[src/design/fpc_pkg.sv]
package fpc_pkg;

    localparam int NUM_SWITCHES_DEF = 2;
    localparam int Q_DEPTH = 2;
    localparam int Q_PTR_W = 1;
    localparam int Q_CNT_W = 2;

    localparam int HOLD_W = 16;
    localparam int WINDOW_W = 16;
    localparam int TIME_W = 32;
    localparam int TALLY_W = 8;
    localparam int MASK_W = 3;
    localparam int CFG_IDX_W = 2;
    localparam int CFG_DATA_W = 16;
    localparam int S_TDATA_W = 40;
    localparam int M_TDATA_W = 8;

    localparam logic [TALLY_W-1:0] TALLY_MAX = '1;

    localparam logic [HOLD_W-1:0] HOLD_RST = 16'd1000;
    localparam logic [WINDOW_W-1:0] WINDOW_RST = 16'd500;
    localparam logic [MASK_W-1:0] MASK_RST = 3'd7;

    typedef enum logic [CFG_IDX_W-1:0] {
        CFG_EVENTS_ENABLED = 2'd0,
        CFG_HOLD_MS = 2'd1,
        CFG_DOUBLE_WINDOW_MS = 2'd2,
        CFG_EVENT_MASK = 2'd3
    } cfg_idx_t;

    typedef enum logic [1:0] {
        EV_NONE = 2'd0,
        EV_NORMAL = 2'd1,
        EV_DOUBLE = 2'd2,
        EV_LONG = 2'd3
    } ev_t;

    localparam int MASK_NORMAL_BIT = 0;
    localparam int MASK_DOUBLE_BIT = 1;
    localparam int MASK_LONG_BIT = 2;

    typedef struct packed {
        logic events_enabled;
        logic [HOLD_W-1:0] hold_ms;
        logic [WINDOW_W-1:0] double_window_ms;
        logic [MASK_W-1:0] event_mask;
    } cfg_t;

    typedef struct packed {
        logic active;
        logic switch_index;
        logic level;
        logic [TIME_W-1:0] now_ms;
    } item_t;

endpackage

[src/design/fpc_front.sv]
module fpc_front
    import fpc_pkg::*;
#(
    parameter int NUM_SWITCHES = NUM_SWITCHES_DEF
) (
    input  logic                 s_tvalid,
    output logic                 s_tready,
    input  logic [S_TDATA_W-1:0] s_tdata,
    input  logic                 s_tuser,
    input  logic                 events_enabled,
    output logic                 push,
    output item_t                push_item,
    input  logic                 queue_full
);

    localparam int IDX_W = (NUM_SWITCHES > 1) ? $clog2(NUM_SWITCHES) : 1;
    localparam int CMP_W = IDX_W + 1;

    logic [CMP_W-1:0] sw_ext;
    logic             in_range;

    // an index beyond the fitted switches is passed on as an inactive sample
    assign sw_ext   = CMP_W'(s_tuser);
    assign in_range = sw_ext < CMP_W'(NUM_SWITCHES);

    assign s_tready = !queue_full;
    assign push     = s_tvalid && !queue_full;

    always_comb begin
        push_item.active       = events_enabled && in_range;
        push_item.switch_index = s_tuser;
        push_item.level        = s_tdata[0];
        push_item.now_ms       = s_tdata[TIME_W:1];
    end

endmodule

[src/design/fpc_queue.sv]
module fpc_queue
    import fpc_pkg::*;
(
    input  logic  aclk,
    input  logic  aresetn,
    input  logic  push,
    input  item_t push_item,
    output logic  full,
    input  logic  pop,
    output item_t head_item,
    output logic  not_empty
);

    item_t              slot_reg [Q_DEPTH];
    logic [Q_PTR_W-1:0] wr_ptr_reg, wr_ptr_next;
    logic [Q_PTR_W-1:0] rd_ptr_reg, rd_ptr_next;
    logic [Q_CNT_W-1:0] count_reg, count_next;

    assign full      = count_reg == Q_CNT_W'(Q_DEPTH);
    assign not_empty = count_reg != '0;
    assign head_item = slot_reg[rd_ptr_reg];

    always_comb begin
        wr_ptr_next = push ? wr_ptr_reg + 1'b1 : wr_ptr_reg;
        rd_ptr_next = pop ? rd_ptr_reg + 1'b1 : rd_ptr_reg;
        count_next  = count_reg;
        if (push && !pop) begin
            count_next = count_reg + 1'b1;
        end else if (pop && !push) begin
            count_next = count_reg - 1'b1;
        end
    end

    always_ff @(posedge aclk) begin
        if (!aresetn) begin
            wr_ptr_reg <= '0;
            rd_ptr_reg <= '0;
            count_reg  <= '0;
        end else begin
            wr_ptr_reg <= wr_ptr_next;
            rd_ptr_reg <= rd_ptr_next;
            count_reg  <= count_next;
        end
    end

    always_ff @(posedge aclk) begin
        if (push) begin
            slot_reg[wr_ptr_reg] <= push_item;
        end
    end

endmodule

[src/design/fpc_back.sv]
module fpc_back
    import fpc_pkg::*;
#(
    parameter int NUM_SWITCHES = NUM_SWITCHES_DEF
) (
    input  logic                 aclk,
    input  logic                 aresetn,
    input  cfg_t                 cfg,
    input  logic                 item_valid,
    input  item_t                item,
    output logic                 pop,
    output logic                 m_tvalid,
    input  logic                 m_tready,
    output logic [M_TDATA_W-1:0] m_tdata,
    output logic                 m_tuser
);

    localparam int IDX_W = (NUM_SWITCHES > 1) ? $clog2(NUM_SWITCHES) : 1;

    logic               prev_level_reg  [NUM_SWITCHES];
    logic [TIME_W-1:0]  press_start_reg [NUM_SWITCHES];
    logic [TIME_W-1:0]  last_press_reg  [NUM_SWITCHES];
    logic [TALLY_W-1:0] press_tally_reg [NUM_SWITCHES];
    logic               long_fired_reg  [NUM_SWITCHES];

    logic out_valid_reg, out_valid_next;
    ev_t  ev_reg, ev_next;
    logic sw_reg;

    logic [IDX_W-1:0]   idx;
    logic               prev_lvl, press_edge, in_window, hold_hit;
    logic               fire_long, release_evt, is_double, is_normal, tally_ge2;
    logic [TIME_W-1:0]  gap, dur, start_q, last_q;
    logic [TALLY_W-1:0] tally_q, tally_a, tally_b;
    logic               long_a, long_b;
    logic               upd;

    assign idx = IDX_W'(item.switch_index);
    assign pop = item_valid && (!out_valid_reg || m_tready);
    assign upd = pop && item.active;

    always_comb begin
        prev_lvl   = prev_level_reg[idx];
        start_q    = press_start_reg[idx];
        last_q     = last_press_reg[idx];
        tally_q    = press_tally_reg[idx];
        press_edge = item.level && !prev_lvl;

        gap       = item.now_ms - last_q;
        in_window = gap <= TIME_W'(cfg.double_window_ms);
        if (!press_edge) begin
            tally_a = tally_q;
        end else if (!in_window) begin
            tally_a = TALLY_W'(1);
        end else if (tally_q == TALLY_MAX) begin
            tally_a = tally_q;
        end else begin
            tally_a = tally_q + 1'b1;
        end
        long_a = press_edge ? 1'b0 : long_fired_reg[idx];

        // a fresh press starts its duration at zero
        dur      = press_edge ? '0 : item.now_ms - start_q;
        hold_hit = dur >= TIME_W'(cfg.hold_ms);

        fire_long   = item.level && hold_hit && !long_a;
        long_b      = long_a || fire_long;
        release_evt = !item.level && prev_lvl && !long_a;
        tally_ge2   = tally_a >= TALLY_W'(2);
        is_double   = release_evt && tally_ge2;
        is_normal   = release_evt && !tally_ge2 && !hold_hit;
        tally_b     = is_double ? '0 : tally_a;

        ev_next = EV_NONE;
        if (item.active) begin
            if (fire_long && cfg.event_mask[MASK_LONG_BIT]) begin
                ev_next = EV_LONG;
            end else if (is_double && cfg.event_mask[MASK_DOUBLE_BIT]) begin
                ev_next = EV_DOUBLE;
            end else if (is_normal && cfg.event_mask[MASK_NORMAL_BIT]) begin
                ev_next = EV_NORMAL;
            end
        end

        out_valid_next = out_valid_reg;
        if (pop) begin
            out_valid_next = 1'b1;
        end else if (m_tready) begin
            out_valid_next = 1'b0;
        end
    end

    always_ff @(posedge aclk) begin
        if (!aresetn) begin
            out_valid_reg <= 1'b0;
            for (int i = 0; i < NUM_SWITCHES; i++) begin
                prev_level_reg[i]  <= 1'b0;
                press_start_reg[i] <= '0;
                last_press_reg[i]  <= '0;
                press_tally_reg[i] <= '0;
                long_fired_reg[i]  <= 1'b0;
            end
        end else begin
            out_valid_reg <= out_valid_next;
            if (upd) begin
                prev_level_reg[idx]  <= item.level;
                press_start_reg[idx] <= press_edge ? item.now_ms : start_q;
                last_press_reg[idx]  <= press_edge ? item.now_ms : last_q;
                press_tally_reg[idx] <= tally_b;
                long_fired_reg[idx]  <= long_b;
            end
        end
    end

    always_ff @(posedge aclk) begin
        if (pop) begin
            ev_reg <= ev_next;
            sw_reg <= item.switch_index;
        end
    end

    assign m_tvalid = out_valid_reg;
    assign m_tdata  = M_TDATA_W'(ev_reg);
    assign m_tuser  = sw_reg;

endmodule

[src/design/footswitch_press_classifier.sv]
// channel  | direction | tdata bits, low first              | tuser
// s_       | in        | level [0], now_ms [32:1], zero pad | switch_index
// m_       | out       | event_res [1:0], zero pad          | event_switch
// cfg_     | in        | write only, index then data        | -
//
// one sample per clock sustained while m_tready stays high; each sample gives exactly one result beat
// m_tvalid rises after a sample is taken: the sample is written to the queue at the
// taking edge, then the per-switch read-modify-write in the back end pops it and loads
// the output register, which waits while an unaccepted result is still held
// s_tready drops only when the two-entry queue is full, i.e. after m_tready
// has been low for long enough
// synchronous active-low reset clears config to defaults and all switch state
module footswitch_press_classifier
    import fpc_pkg::*;
#(
    parameter int NUM_SWITCHES = NUM_SWITCHES_DEF
) (
    input  logic                  aclk,
    input  logic                  aresetn,

    // config write port
    input  logic                  cfg_we,
    input  logic [CFG_IDX_W-1:0]  cfg_index,
    input  logic [CFG_DATA_W-1:0] cfg_wdata,

    // sample stream
    input  logic                  s_tvalid,
    output logic                  s_tready,
    input  logic [S_TDATA_W-1:0]  s_tdata,   // level, now_ms, pad
    input  logic                  s_tuser,   // switch_index

    // event stream
    output logic                  m_tvalid,
    input  logic                  m_tready,
    output logic [M_TDATA_W-1:0]  m_tdata,   // event_res, pad
    output logic                  m_tuser    // event_switch
);

    cfg_t  cfg_reg, cfg_next;
    logic  push, queue_full, pop, queue_valid;
    item_t push_item, head_item;

    // config registers; the user must write them only while the block is idle, the block does not enforce this
    always_comb begin
        cfg_next = cfg_reg;
        if (cfg_we) begin
            case (cfg_idx_t'(cfg_index))
                CFG_EVENTS_ENABLED:   cfg_next.events_enabled   = cfg_wdata[0];
                CFG_HOLD_MS:          cfg_next.hold_ms          = cfg_wdata[HOLD_W-1:0];
                CFG_DOUBLE_WINDOW_MS: cfg_next.double_window_ms = cfg_wdata[WINDOW_W-1:0];
                CFG_EVENT_MASK:       cfg_next.event_mask       = cfg_wdata[MASK_W-1:0];
                default:              cfg_next = cfg_reg;
            endcase
        end
    end

    always_ff @(posedge aclk) begin
        if (!aresetn) begin
            cfg_reg.events_enabled   <= 1'b0;
            cfg_reg.hold_ms          <= HOLD_RST;
            cfg_reg.double_window_ms <= WINDOW_RST;
            cfg_reg.event_mask       <= MASK_RST;
        end else begin
            cfg_reg <= cfg_next;
        end
    end

    // front: takes samples, marks each active or ignored
    fpc_front #(
        .NUM_SWITCHES(NUM_SWITCHES)
    ) u_front (
        .s_tvalid       (s_tvalid),
        .s_tready       (s_tready),
        .s_tdata        (s_tdata),
        .s_tuser        (s_tuser),
        .events_enabled (cfg_reg.events_enabled),
        .push           (push),
        .push_item      (push_item),
        .queue_full     (queue_full)
    );

    // short queue decoupling intake from the state update
    fpc_queue u_queue (
        .aclk      (aclk),
        .aresetn   (aresetn),
        .push      (push),
        .push_item (push_item),
        .full      (queue_full),
        .pop       (pop),
        .head_item (head_item),
        .not_empty (queue_valid)
    );

    // back: per-switch state update and event output register
    fpc_back #(
        .NUM_SWITCHES(NUM_SWITCHES)
    ) u_back (
        .aclk       (aclk),
        .aresetn    (aresetn),
        .cfg        (cfg_reg),
        .item_valid (queue_valid),
        .item       (head_item),
        .pop        (pop),
        .m_tvalid   (m_tvalid),
        .m_tready   (m_tready),
        .m_tdata    (m_tdata),
        .m_tuser    (m_tuser)
    );

endmodule

[config.mk]
export PLATFORM = sky130hd
export DESIGN_NAME = footswitch_press_classifier
export DESIGN_NICKNAME = d
export VERILOG_FILES = /design/src/design/fpc_pkg.sv /design/src/design/fpc_front.sv /design/src/design/fpc_queue.sv /design/src/design/fpc_back.sv /design/src/design/footswitch_press_classifier.sv
export SDC_FILE = /design/constraint.sdc
export NUM_CORES = 1
export LEC_CHECK = 0
export BUFFER_PORTS_ARGS = -buffer_cell sky130_fd_sc_hd__buf_2
export CAP_MARGIN = 40
export CORE_MARGIN = 4
export CORE_UTILIZATION = 42
export CTS_BUF_LIST = sky130_fd_sc_hd__clkbuf_4
export CTS_CLUSTER_SIZE = 12
export DETAILED_ROUTE_END_ITERATION = 16
export GPL_ROUTABILITY_DRIVEN = 0
export PLACE_DENSITY = 0.65
export SLEW_MARGIN = 10
export SYNTH_ARGS = -nofsm -noshare
export SYNTH_HDL_FRONTEND = slang
export SYNTH_HIERARCHICAL = 1
export SYNTH_SLANG_ARGS = --single-unit
[constraint.sdc]
create_clock -name aclk -period 7.7 [get_ports aclk]
set_input_delay 0.77 -clock aclk [delete_from_list [all_inputs] [get_ports aclk]]
set_output_delay 0.77 -clock aclk [all_outputs]
set_load 0.005 [all_outputs]
==> flow_summary.yaml, run 1 <==
outcome:
  status: "complete, no violations"
routing:
  drt_wl_total_mm: 38.3
  drt-pass1-iter-count: 5
  drt-initial-drc-count: 963
  post-route-drc-count: 0
  post_drt_wl_per_cell_um: 17.2
  ant_nets: 0
  vias_per_cell: 5.46
  vias: 12200
power:
  p_sw_mw: 2.64
  leakage_nw: 7.08
  seq_power_share_pct: 28.5
  comb_power_share_pct: 51.7
  power_density_nw_per_um2: 358
  vdd_drop_max_mv: 0.161
  internal-power_mw: 3.67
  power.switching_fraction_pct: 41.9
  pwr-share-clk_pct: 19.8
die:
  io_pins: 75
  row_count: 71
  die_w_um: 204
  core_area_sq_um: 37800
  initial_core_util_pct: 42.9
  die_h_um: 204
  die-area_sq_um: 41800
synth:
  avgSynthCellArea_sq_um: 9.96
  ys_top_cells_by_count: "edfxtp_1 (217), nor2_1 (196), nand2_1 (180), o21ai_0 (110), mux2i_1 (105)"
  netlist.area_leader.share_pct: 40.2
  synth_edf_count: 217
  yosysMostFrequentCell: "edfxtp_1"
  synth_cells: 1629
  synthTopCellsByArea: "edfxtp_1 (40%), ha_1 (7.5%), mux2i_1 (6.5%)"
  syn_area_sq_um: 16200
  synth_top_area_cell: "edfxtp_1"
  ys_async_sr_fraction_pct: 0
  synth.distinct_cells: 81
  yosys_register_bits: 263
  ys_warn_count: 6
  synthFlopType: "edfxtp_1"
  ys_seq_area_share_pct: 45.9
cts:
  cts_buffers: 72
  clk_pin_slew_worst_paths_ns: 0.06
  clock-sinks: 263
  cts-resized-gates: 0
  hold_buffers: 0
  cts_tree: "yes"
  clk_latency_ns: 0.73
  cts-root-buf: "clkbuf_4"
  ctsLongestPathBuffers: 3
  post_cts_buffers: 0
  htreeDepth: 3
setup_path:
  cp_max_fo: 23
  cp_num_buf_inv: 3
  crit_path_start_kind: "flip-flop"
  slowest_delay_ns: 0.57
  r2r-end: "u_back/ev_reg[1]"
  critPathTopFamily: "compound AO/OA/AOI/OAI gates"
  r2r_slack_ns: 1.23
  path_cells: "mux2_4 > mux2_2 > ha_1 > inv_1 > fa_1 > a211oi_1 > o21ai_0 > o2111ai_1 > buf_4 > a21boi_0 > o21a_1 > nor3_1 > ha_1 > a21o_1 > a21oi_1 > o21ai_0 > a21oi_1 > o311ai_0 > a311oi_1 > nand4_1 > nor4_2 > buf_4 > o22ai_1"
  critPathKind: "reg2reg"
  worstRegToRegCells: 23
  worst_ep_required_time_ns: 8.16
  slowest_stage: "dfxtp_2"
  cp.arrival_ns: 6.93
  end_kind: "flip-flop"
final_layout:
  largest_reg_flops: 70
  layout-drive-gt1-share_pct: 15.3
  seqCellArea_sq_um: 7440
  fin_util_pct: 46.7
  synthToLayoutAreaGrowth_pct: 8.90
  nets: 1830
  fill_cells: 3689
  multiInputGateArea_sq_um: 7950
min_path:
  hp-class: "in2reg"
  hold-path-endpoint: "u_queue/slot_reg[0][32]"
  min_path_cells: 1
  worstHoldStart: "s_tdata[0]"
timing:
  fin_crit_ns: 6.47
  hold_violations: 0
  finalMaxSlewViolations: 0
  maxSlewHeadroom_pct: 40.1
  timing.final.crit_share_pct: 84.0
  clock_skew_ns: 0.0485
  grt_setup_unrepaired: "false"
  tns_ns: 0
  tightestPinTransition_ns: 0.899
  finalSetupViolations: 0
  setup_ws_ns: 1.23
  max_freq_mhz: 155
global_route:
  grt_overflow: 0
  grt_start_max_net_pins: 76
  antenna_found_initial: 1
  grt.total_usage_pct: 18.3
  grt_pass1_vias: 12000
  grt_first_pass_wirelength_mm: 61.5
place:
  dp_slack_ns: 1.30
  port_buffers: 61
  dp_hpwl_mm: 26.9
flow_run:
  maxCapViolCount: 0
-- area by class of cell --
| class | count | share of cell area [%] |
|---|---|---|
| antenna | 1 | 0.0142 |
| clock buffer | 112 | 4.76 |
| multi-input combinational | 1195 | 45.0 |
| inverter | 59 | 1.25 |
| clock inverter | 12 | 0.446 |
| timing repair buffer | 76 | 2.78 |
| sequential | 263 | 42.1 |
| tap | 511 | 3.62 |
-- metal layers --
| layer | global-route usage (%) | wire length (um) | up-vias |
|---|---|---|---|
| met3 | 3.09 | 1930 | 70 |
| met2 | 29.4 | 17700 | 344 |
| met4 | 7.51 | 1140 | 0 |
| met1 | 24.6 | 17500 | 5764 |
| met5 | 0 | 0 | - |
| li1 | - | - | 5997 |
-- how the worst max path moves through the flow --
stage / cells past startpoint / endpoint / start / slack, ns
floorplan: 28 / u_back/press_tally_reg[0][2] / flip-flop / 1.42
CTS: 23 / u_back/ev_reg[1] / flip-flop / 1.26
global route: 23 / u_back/ev_reg[1] / flip-flop / 0.75
detailed placement: 23 / u_back/ev_reg[1] / flip-flop / 1.30
finish: 23 / u_back/ev_reg[1] / flip-flop / 1.23
global placement: 23 / u_back/ev_reg[1] / flip-flop / 1.34
-- cell usage in the layout (no fill, tap or decap), types with 28 or more instances in the layout --
| master | instances |
|---|---|
| edfxtp_1 | 217 |
| ha_1 | 97 |
| nand2_1 | 176 |
| nor2_1 | 196 |
| nand3_1 | 30 |
| mux2_2 | 41 |
| inv_1 | 59 |
| dfxtp_1 | 45 |
| buf_2 | 61 |
| clkbuf_4 | 112 |
| mux2i_1 | 105 |
| o21ai_0 | 110 |
| a21oi_1 | 87 |
| xnor2_1 | 28 |
-- worst reg2reg max path: cells and delay by family (launching register included) --
kind,cells,cell delay (ns)
buffers and inverters,3,0.44
AO/OA/AOI/OAI,12,2.66
adder cells (fa/ha/maj),3,0.92
AND/OR/NAND/NOR,3,0.80
flip-flops,1,0.57
multiplexers,2,0.82
-- power by group through the flow --
stage               combinational, mW  sequential [mW]  clock, mW
finish                           3.27             1.80       1.25
global route                     3.65             1.82       1.38
CTS                              3.23             1.80       1.30
detailed placement               3.21             1.83          0
global placement                 3.14             1.83          0
floorplan                        2.48             1.81          0
-- through the flow --
step	instance area, sq um	std cells	power (mW)	hold WS [ns]
4_1_cts	17700	2228	6.33	0.151
6_report	17700	2229	6.32	0.230
3_3_place_gp	16600	2100	4.96	0.438
3_5_place_dp	16700	2104	5.04	0.454
5_1_grt	17700	2229	6.84	0.173
2_1_floorplan	16200	1634	4.29	0.435
-- cell families (layout without fill, tap and decap cells) --
group                      after synthesis  count (layout)  synth area share (%)
muxes                                  147             147                  9.40
AOI/OAI and AO/OA                      342             342                  13.2
adders and majority gates               99              99                  7.73
buffers and inverters                  176             259                  5.49
and+or+nand+nor                        557             557                  15.9
other                                    1               7                0.0231
xor gates and xnor gates                44              44                  2.38
DFF                                    263             263                  45.9
(Power assumes the default switching activity.)
==> inputs of run 2 (changes only) <==
ABC_AREA = 1   (was unset)
PLACE_DENSITY = 0.67   (was 0.65)
clock period = 5.9 ns   (was 7.7 ns; I/O delays follow)
==> flow_summary.yaml, run 2 <==
power:
  internal-power_mw: 4.92
  pwr-share-clk_pct: 16.4
  p_sw_mw: 4.37
  power.switching_fraction_pct: 47.0
  vdd_drop_max_mv: 0.304
  comb_power_share_pct: 58.1
  leakage_nw: 8.92
  power_density_nw_per_um2: 494
  seq_power_share_pct: 25.5
synth:
  synthFlopType: "edfxtp_1"
  avgSynthCellArea_sq_um: 8.06
  ys_seq_area_share_pct: 42.9
  netlist.area_leader.share_pct: 37.6
  ys_async_sr_fraction_pct: 0
  synth.distinct_cells: 49
  ys_top_cells_by_count: "nand2_1 (530), inv_1 (315), nor2_1 (289), edfxtp_1 (217), o21ai_0 (112)"
  synthTopCellsByArea: "edfxtp_1 (38%), nand2_1 (11%), ha_1 (7.0%)"
  syn_area_sq_um: 17300
  ys_warn_count: 6
  synth_edf_count: 217
  yosysMostFrequentCell: "nand2_1"
  synth_top_area_cell: "edfxtp_1"
  yosys_register_bits: 263
  synth_cells: 2149
setup_path:
  crit_path_start_kind: "flip-flop"
  cp.arrival_ns: 5.67
  cp_max_fo: 21
  critPathKind: "reg2reg"
  end_kind: "flip-flop"
  worst_ep_required_time_ns: 6.32
timing:
  finalSetupViolations: 0
  clock_skew_ns: 0.0538
  grt_setup_unrepaired: "false"
  tns_ns: 0
  finalMaxSlewViolations: 0
  timing.final.crit_share_pct: 89.0
  max_freq_mhz: 190
  hold_violations: 0
  maxSlewHeadroom_pct: 41.7
  fin_crit_ns: 5.25
  tightestPinTransition_ns: 0.875
die:
  core_area_sq_um: 40800
  initial_core_util_pct: 42.4
  row_count: 74
  die_h_um: 211
  die_w_um: 211
  io_pins: 75
  die-area_sq_um: 44600
min_path:
  hp-class: "in2reg"
routing:
  vias: 14400
  drt_wl_total_mm: 42.4
  drt-pass1-iter-count: 6
  drt-initial-drc-count: 1070
  vias_per_cell: 5.14
  ant_nets: 0
  post_drt_wl_per_cell_um: 15.2
  post-route-drc-count: 0
global_route:
  grt_util_met3_pct: 3.15
  grt_overflow: 0
  grt_start_max_net_pins: 93
  grt_util_met2_pct: 32.8
  grt_pass1_vias: 13900
  grt_first_pass_wirelength_mm: 67.4
  grt.total_usage_pct: 18.7
  grt.busiest_layer: "met2"
  antenna_found_initial: 2
  met1_usage_pct: 23.0
place:
  dp_hpwl_mm: 32.1
  port_buffers: 61
final_layout:
  fin_util_pct: 46.1
  synthToLayoutAreaGrowth_pct: 8.55
  nets: 2376
  mostFrequentLayoutCell: "nand2_1"
  final_cell_mix: "nand2_1 (528), inv_1 (313), nor2_1 (288), edfxtp_1 (217), o21ai_0 (112)"
  largest_reg_flops: 70
  layout-drive-gt1-share_pct: 13.2
cts:
  clock-sinks: 263
  ctsLongestPathBuffers: 3
  clk_latency_ns: 0.72
  clk_pin_slew_worst_paths_ns: 0.07
  post_cts_buffers: 0
  cts-root-buf: "clkbuf_4"
  cts_tree: "yes"
  hold_buffers: 0
  htreeDepth: 3
  cts_buffers: 71
  cts-resized-gates: 0
flow_run:
  maxCapViolCount: 0
outcome:
  status: "complete, no violations"
run 2: changes by cell type after synthesis, sizes merged, moves of 14 or more:
cell / before / now
a21o: 22 / 4
buf: 78 / 62
inv: 59 / 335
mux2i: 105 / 59
nand2: 180 / 548
nand2b: 14 / 0
nand3: 30 / 110
nor2: 197 / 298
nor2b: 25 / 0
xnor2: 28 / 1
run 2: kinds of logic after synthesis:
logic type	share of synthesized area (%)
AO/OA/AOI/OAI	6.92
XOR/XNOR	1.01
adder cells (fa/ha/maj)	7.23
buffers and inverters	10.7
flip-flops	42.9
multiplexers	6.33
other	0.0216
AND/OR/NAND/NOR	24.8
run 2: worst paths after layout:
check	start	cells after the start	to	slack, ns
setup / recovery	flip-flop	27	u_back/press_tally_reg[0][0]	0.65
hold / removal	s_tdata[7]	1	u_queue/slot_reg[0][6]	0.06
setup reg to reg	flip-flop	27	u_back/press_tally_reg[0][0]	0.65
hold reg to reg	cfg_reg[10]	2	cfg_reg[10]	0.48
run 2: final cells by class:
cell class	count	area, sq um
Antenna cell	2	5.00
Clock buffer	101	758
Clock inverter	25	103
Fill cell	3959	22000
Inverter	335	1260
Multi-Input combinational cell	1463	8070
Sequential cell	263	7440
Tap cell	532	666
Timing Repair Buffer	79	513
run 2: power by group through the flow:
stage / sequential, mW / combinational [mW] / clock, mW
floorplan: 2.40 / 4.02 / 0
global placement: 2.40 / 5.16 / 0
detailed placement: 2.41 / 5.30 / 0
CTS: 2.37 / 5.33 / 1.58
global route: 2.38 / 6.03 / 1.69
finish: 2.36 / 5.40 / 1.53
run 2: stage by stage:
| step | power [mW] | cell area [sq um] | hold WS (ns) | worst slack (ns) | cells |
|---|---|---|---|---|---|
| 2_1_floorplan | 6.41 | 17400 | 0.442 | 0.959 | 2154 |
| 3_3_place_gp | 7.56 | 17800 | 0.459 | 0.724 | 2668 |
| 3_5_place_dp | 7.71 | 17900 | 0.463 | 0.705 | 2672 |
| 4_1_cts | 9.28 | 18800 | 0.0199 | 0.678 | 2798 |
| 5_1_grt | 10.1 | 18800 | 0.0297 | 0.198 | 2800 |
| 6_report | 9.29 | 18800 | 0.0631 | 0.650 | 2800 |
run 2: routing by layer:
metal	routed length, um	vias up
met5	0	-
met4	1460	0
met3	2600	111
met2	20800	495
met1	17600	6671
li1	-	7101
run 2: worst max-delay path, cell delays in order, from the launching register on:
cell and delay, ns:
dfxtp_2 0.33, buf_4 0.28, buf_4 0.40, mux2_2 0.44
ha_1 0.45, nand2_1 0.13, nor2_1 0.17, inv_2 0.06
nor3_2 0.15, nand2_1 0.08, nand2_1 0.09, xor2_1 0.09
ha_1 0.31, nand2_1 0.08, nor4_1 0.35, nand3_1 0.11
nand2_1 0.10, nand3_1 0.08, nor2_1 0.10, nand3_1 0.07
nor2_1 0.11, nand2_1 0.20, nand2_4 0.23, o31ai_1 0.14
nand2_2 0.12, nand2_4 0.12, o21ai_2 0.12, nor2_1 0.06
==> inputs of run 3 (changes only) <==
CELL_PAD_IN_SITES_DETAIL_PLACEMENT = 1   (was unset)
CELL_PAD_IN_SITES_GLOBAL_PLACEMENT = 1   (was unset)
PLACE_DENSITY = 0.83   (was 0.67)
SYNTH_HIERARCHICAL = unset   (was 1)
==> flow_summary.yaml, run 3 <==
setup_path:
  end_kind: "flip-flop"
  cp_common_cell: "nand2_1"
  worst_ep_required_time_ns: 6.39
  cp_max_fo: 13
  cp.arrival_ns: 5.97
  slowest_stage: "dfxtp_2"
  slowest_delay_ns: 0.49
  crit_path_start_kind: "flip-flop"
  critPathKind: "reg2reg"
routing:
  post-route-drc-count: 0
  ant_nets: 0
  vias: 14900
  drt_wl_total_mm: 52.4
  drt-initial-drc-count: 1083
  post_drt_wl_per_cell_um: 19.1
  vias_per_cell: 5.42
  drt-pass1-iter-count: 5
synth:
  synth_edf_count: 217
  synth-xor-area-share_pct: 1.33
  synthTopCellsByArea: "edfxtp_1 (39%), nand2_1 (10%), ha_1 (6.7%)"
  ys_top_cells_by_count: "nand2_1 (442), nor2_1 (255), inv_1 (250), edfxtp_1 (217), o21ai_0 (141)"
  netlist.area_leader.share_pct: 39.5
  yosysMostFrequentCell: "nand2_1"
  ys_warn_count: 0
  synth_cells: 2026
  avgSynthCellArea_sq_um: 8.15
  synth_top_family_by_area: "simple AND/OR/NAND/NOR gates"
  ys_seq_area_share_pct: 45.0
  synthAdderAreaFrac_pct: 6.86
  synth-compound-area-share_pct: 11.3
  synth.distinct_cells: 49
  yosys.area_share.simple_pct: 23.8
  yosys_register_bits: 263
  synthFlopType: "edfxtp_1"
  synthMuxAreaShare_pct: 3.59
  synth_top_area_cell: "edfxtp_1"
  syn_area_sq_um: 16500
  ys_async_sr_fraction_pct: 0
global_route:
  grt_pass1_vias: 15600
  grt_start_max_net_pins: 93
  grt_overflow: 0
  antenna_found_initial: 1
  grt.total_usage_pct: 24.5
  grt_first_pass_wirelength_mm: 81.8
final_layout:
  mostFrequentLayoutCell: "nand2_1"
  synthToLayoutAreaGrowth_pct: 14.2
  fin_util_pct: 48.7
  largest_reg_flops: 70
  final_cell_mix: "nand2_1 (440), nor2_1 (253), inv_1 (248), edfxtp_1 (217), o21ai_0 (141)"
  layout-drive-gt1-share_pct: 13.0
  nets: 2324
die:
  io_pins: 75
  die_h_um: 206
  die-area_sq_um: 42600
  core_area_sq_um: 38700
  die_w_um: 206
  initial_core_util_pct: 42.6
  row_count: 72
timing:
  tightestPinTransition_ns: 0.964
  hold_slack_ns: 0.0787
  tns_ns: 0
  fin_crit_ns: 5.48
  setup_ws_ns: 0.419
  timing.final.crit_share_pct: 92.9
  clock_skew_ns: 0.0663
  finalMaxSlewViolations: 0
  max_freq_mhz: 182
  grt_setup_unrepaired: "false"
  hold_violations: 0
  finalSetupViolations: 0
  maxSlewHeadroom_pct: 35.7
cts:
  ctsLongestPathBuffers: 3
  post_cts_buffers: 0
  clk_pin_slew_worst_paths_ns: 0.07
  cts_buffers: 75
  clock-sinks: 263
  htreeDepth: 3
  clk_latency_ns: 0.80
  cts-root-buf: "clkbuf_4"
  cts_tree: "yes"
power:
  pwr-share-clk_pct: 16.5
  p_total_mw: 10.6
  power.switching_fraction_pct: 50.4
  vdd_drop_max_mv: 0.262
  p_sw_mw: 5.33
  internal-power_mw: 5.25
  comb_power_share_pct: 60.8
  leakage_nw: 8.37
  power_density_nw_per_um2: 561
  seq_power_share_pct: 22.7
place:
  dp_slack_ns: 0.286
  port_buffers: 61
  dp_hpwl_mm: 38.3
min_path:
  hp-class: "in2reg"
outcome:
  status: "complete, no violations"
flow_run:
  maxCapViolCount: 0
[run 3: layout make-up]
class / count / area [sq um]
well taps: 518 / 648
repair buffers: 125 / 950
clock buffers: 107 / 803
diodes: 1 / 2.50
multi-input cells: 1437 / 7840
fillers: 4733 / 19900
flip-flops and latches: 263 / 7440
clock inverters: 28 / 173
inverters: 268 / 1010
[run 3: power by group through the flow]
stage | registers (mW) | clock network, mW | logic, mW
2_1_floorplan | 2.42 | 0 | 4.41
3_3_place_gp | 2.42 | 0 | 5.90
3_5_place_dp | 2.44 | 0 | 6.20
4_1_cts | 2.40 | 1.80 | 6.27
5_1_grt | 2.42 | 1.91 | 7.14
6_report | 2.40 | 1.75 | 6.43
[run 3: final timing paths]
| check | startpoint | end | slack, ns | cells past startpoint |
|---|---|---|---|---|
| min | cfg_wdata[6] | cfg_reg[9] | 0.08 | 3 |
| min reg2reg | cfg_reg[21] | cfg_reg[21] | 0.46 | 2 |
| max | flip-flop | u_back.press_tally_reg[1][6] | 0.42 | 33 |
| max reg2reg | flip-flop | u_back.press_tally_reg[1][6] | 0.42 | 33 |
[run 3: timing repair]
item / CTS / global route
resized for setup: 0 / 7
endpoints found under the hold margin: 76 / 0
hold buffers: 40 / 0
endpoints found under the setup margin: 0 / 18
[run 3: metrics by stage]
step / instance area, sq um / std cells
3_5_place_dp: 17400 / 2570
6_report: 18900 / 2747
4_1_cts: 18800 / 2745
2_1_floorplan: 16500 / 2031
3_3_place_gp: 17400 / 2566
5_1_grt: 18900 / 2747
[run 3: cell families (layout without fill, tap and decap cells)]
logic type	Yosys count	in the layout
flops	263	263
mux	58	58
xor+xnor	25	25
buf+inv	332	528
simple gates	914	915
other cells	1	7
compound gates	343	343
fa+ha+maj	90	90
[run 3: layer usage]
layer	wire [um]	global-route usage (%)	up-vias
met5	0	0	-
met4	1410	8.84	0
met3	2790	4.00	96
met2	25100	41.4	444
met1	23100	32.0	7260
li1	-	-	7100
[run 3: worst max-delay path, delay by kind of cell, from the launching register on]
family                   cells  cell delay [ns]
buffers and inverters        2             0.14
flip-flops                   1             0.49
multiplexers                 1             0.36
adder cells (fa/ha/maj)      2             0.63
AND/OR/NAND/NOR             24             2.73
XOR/XNOR                     1             0.17
AO/OA/AOI/OAI                3             0.66
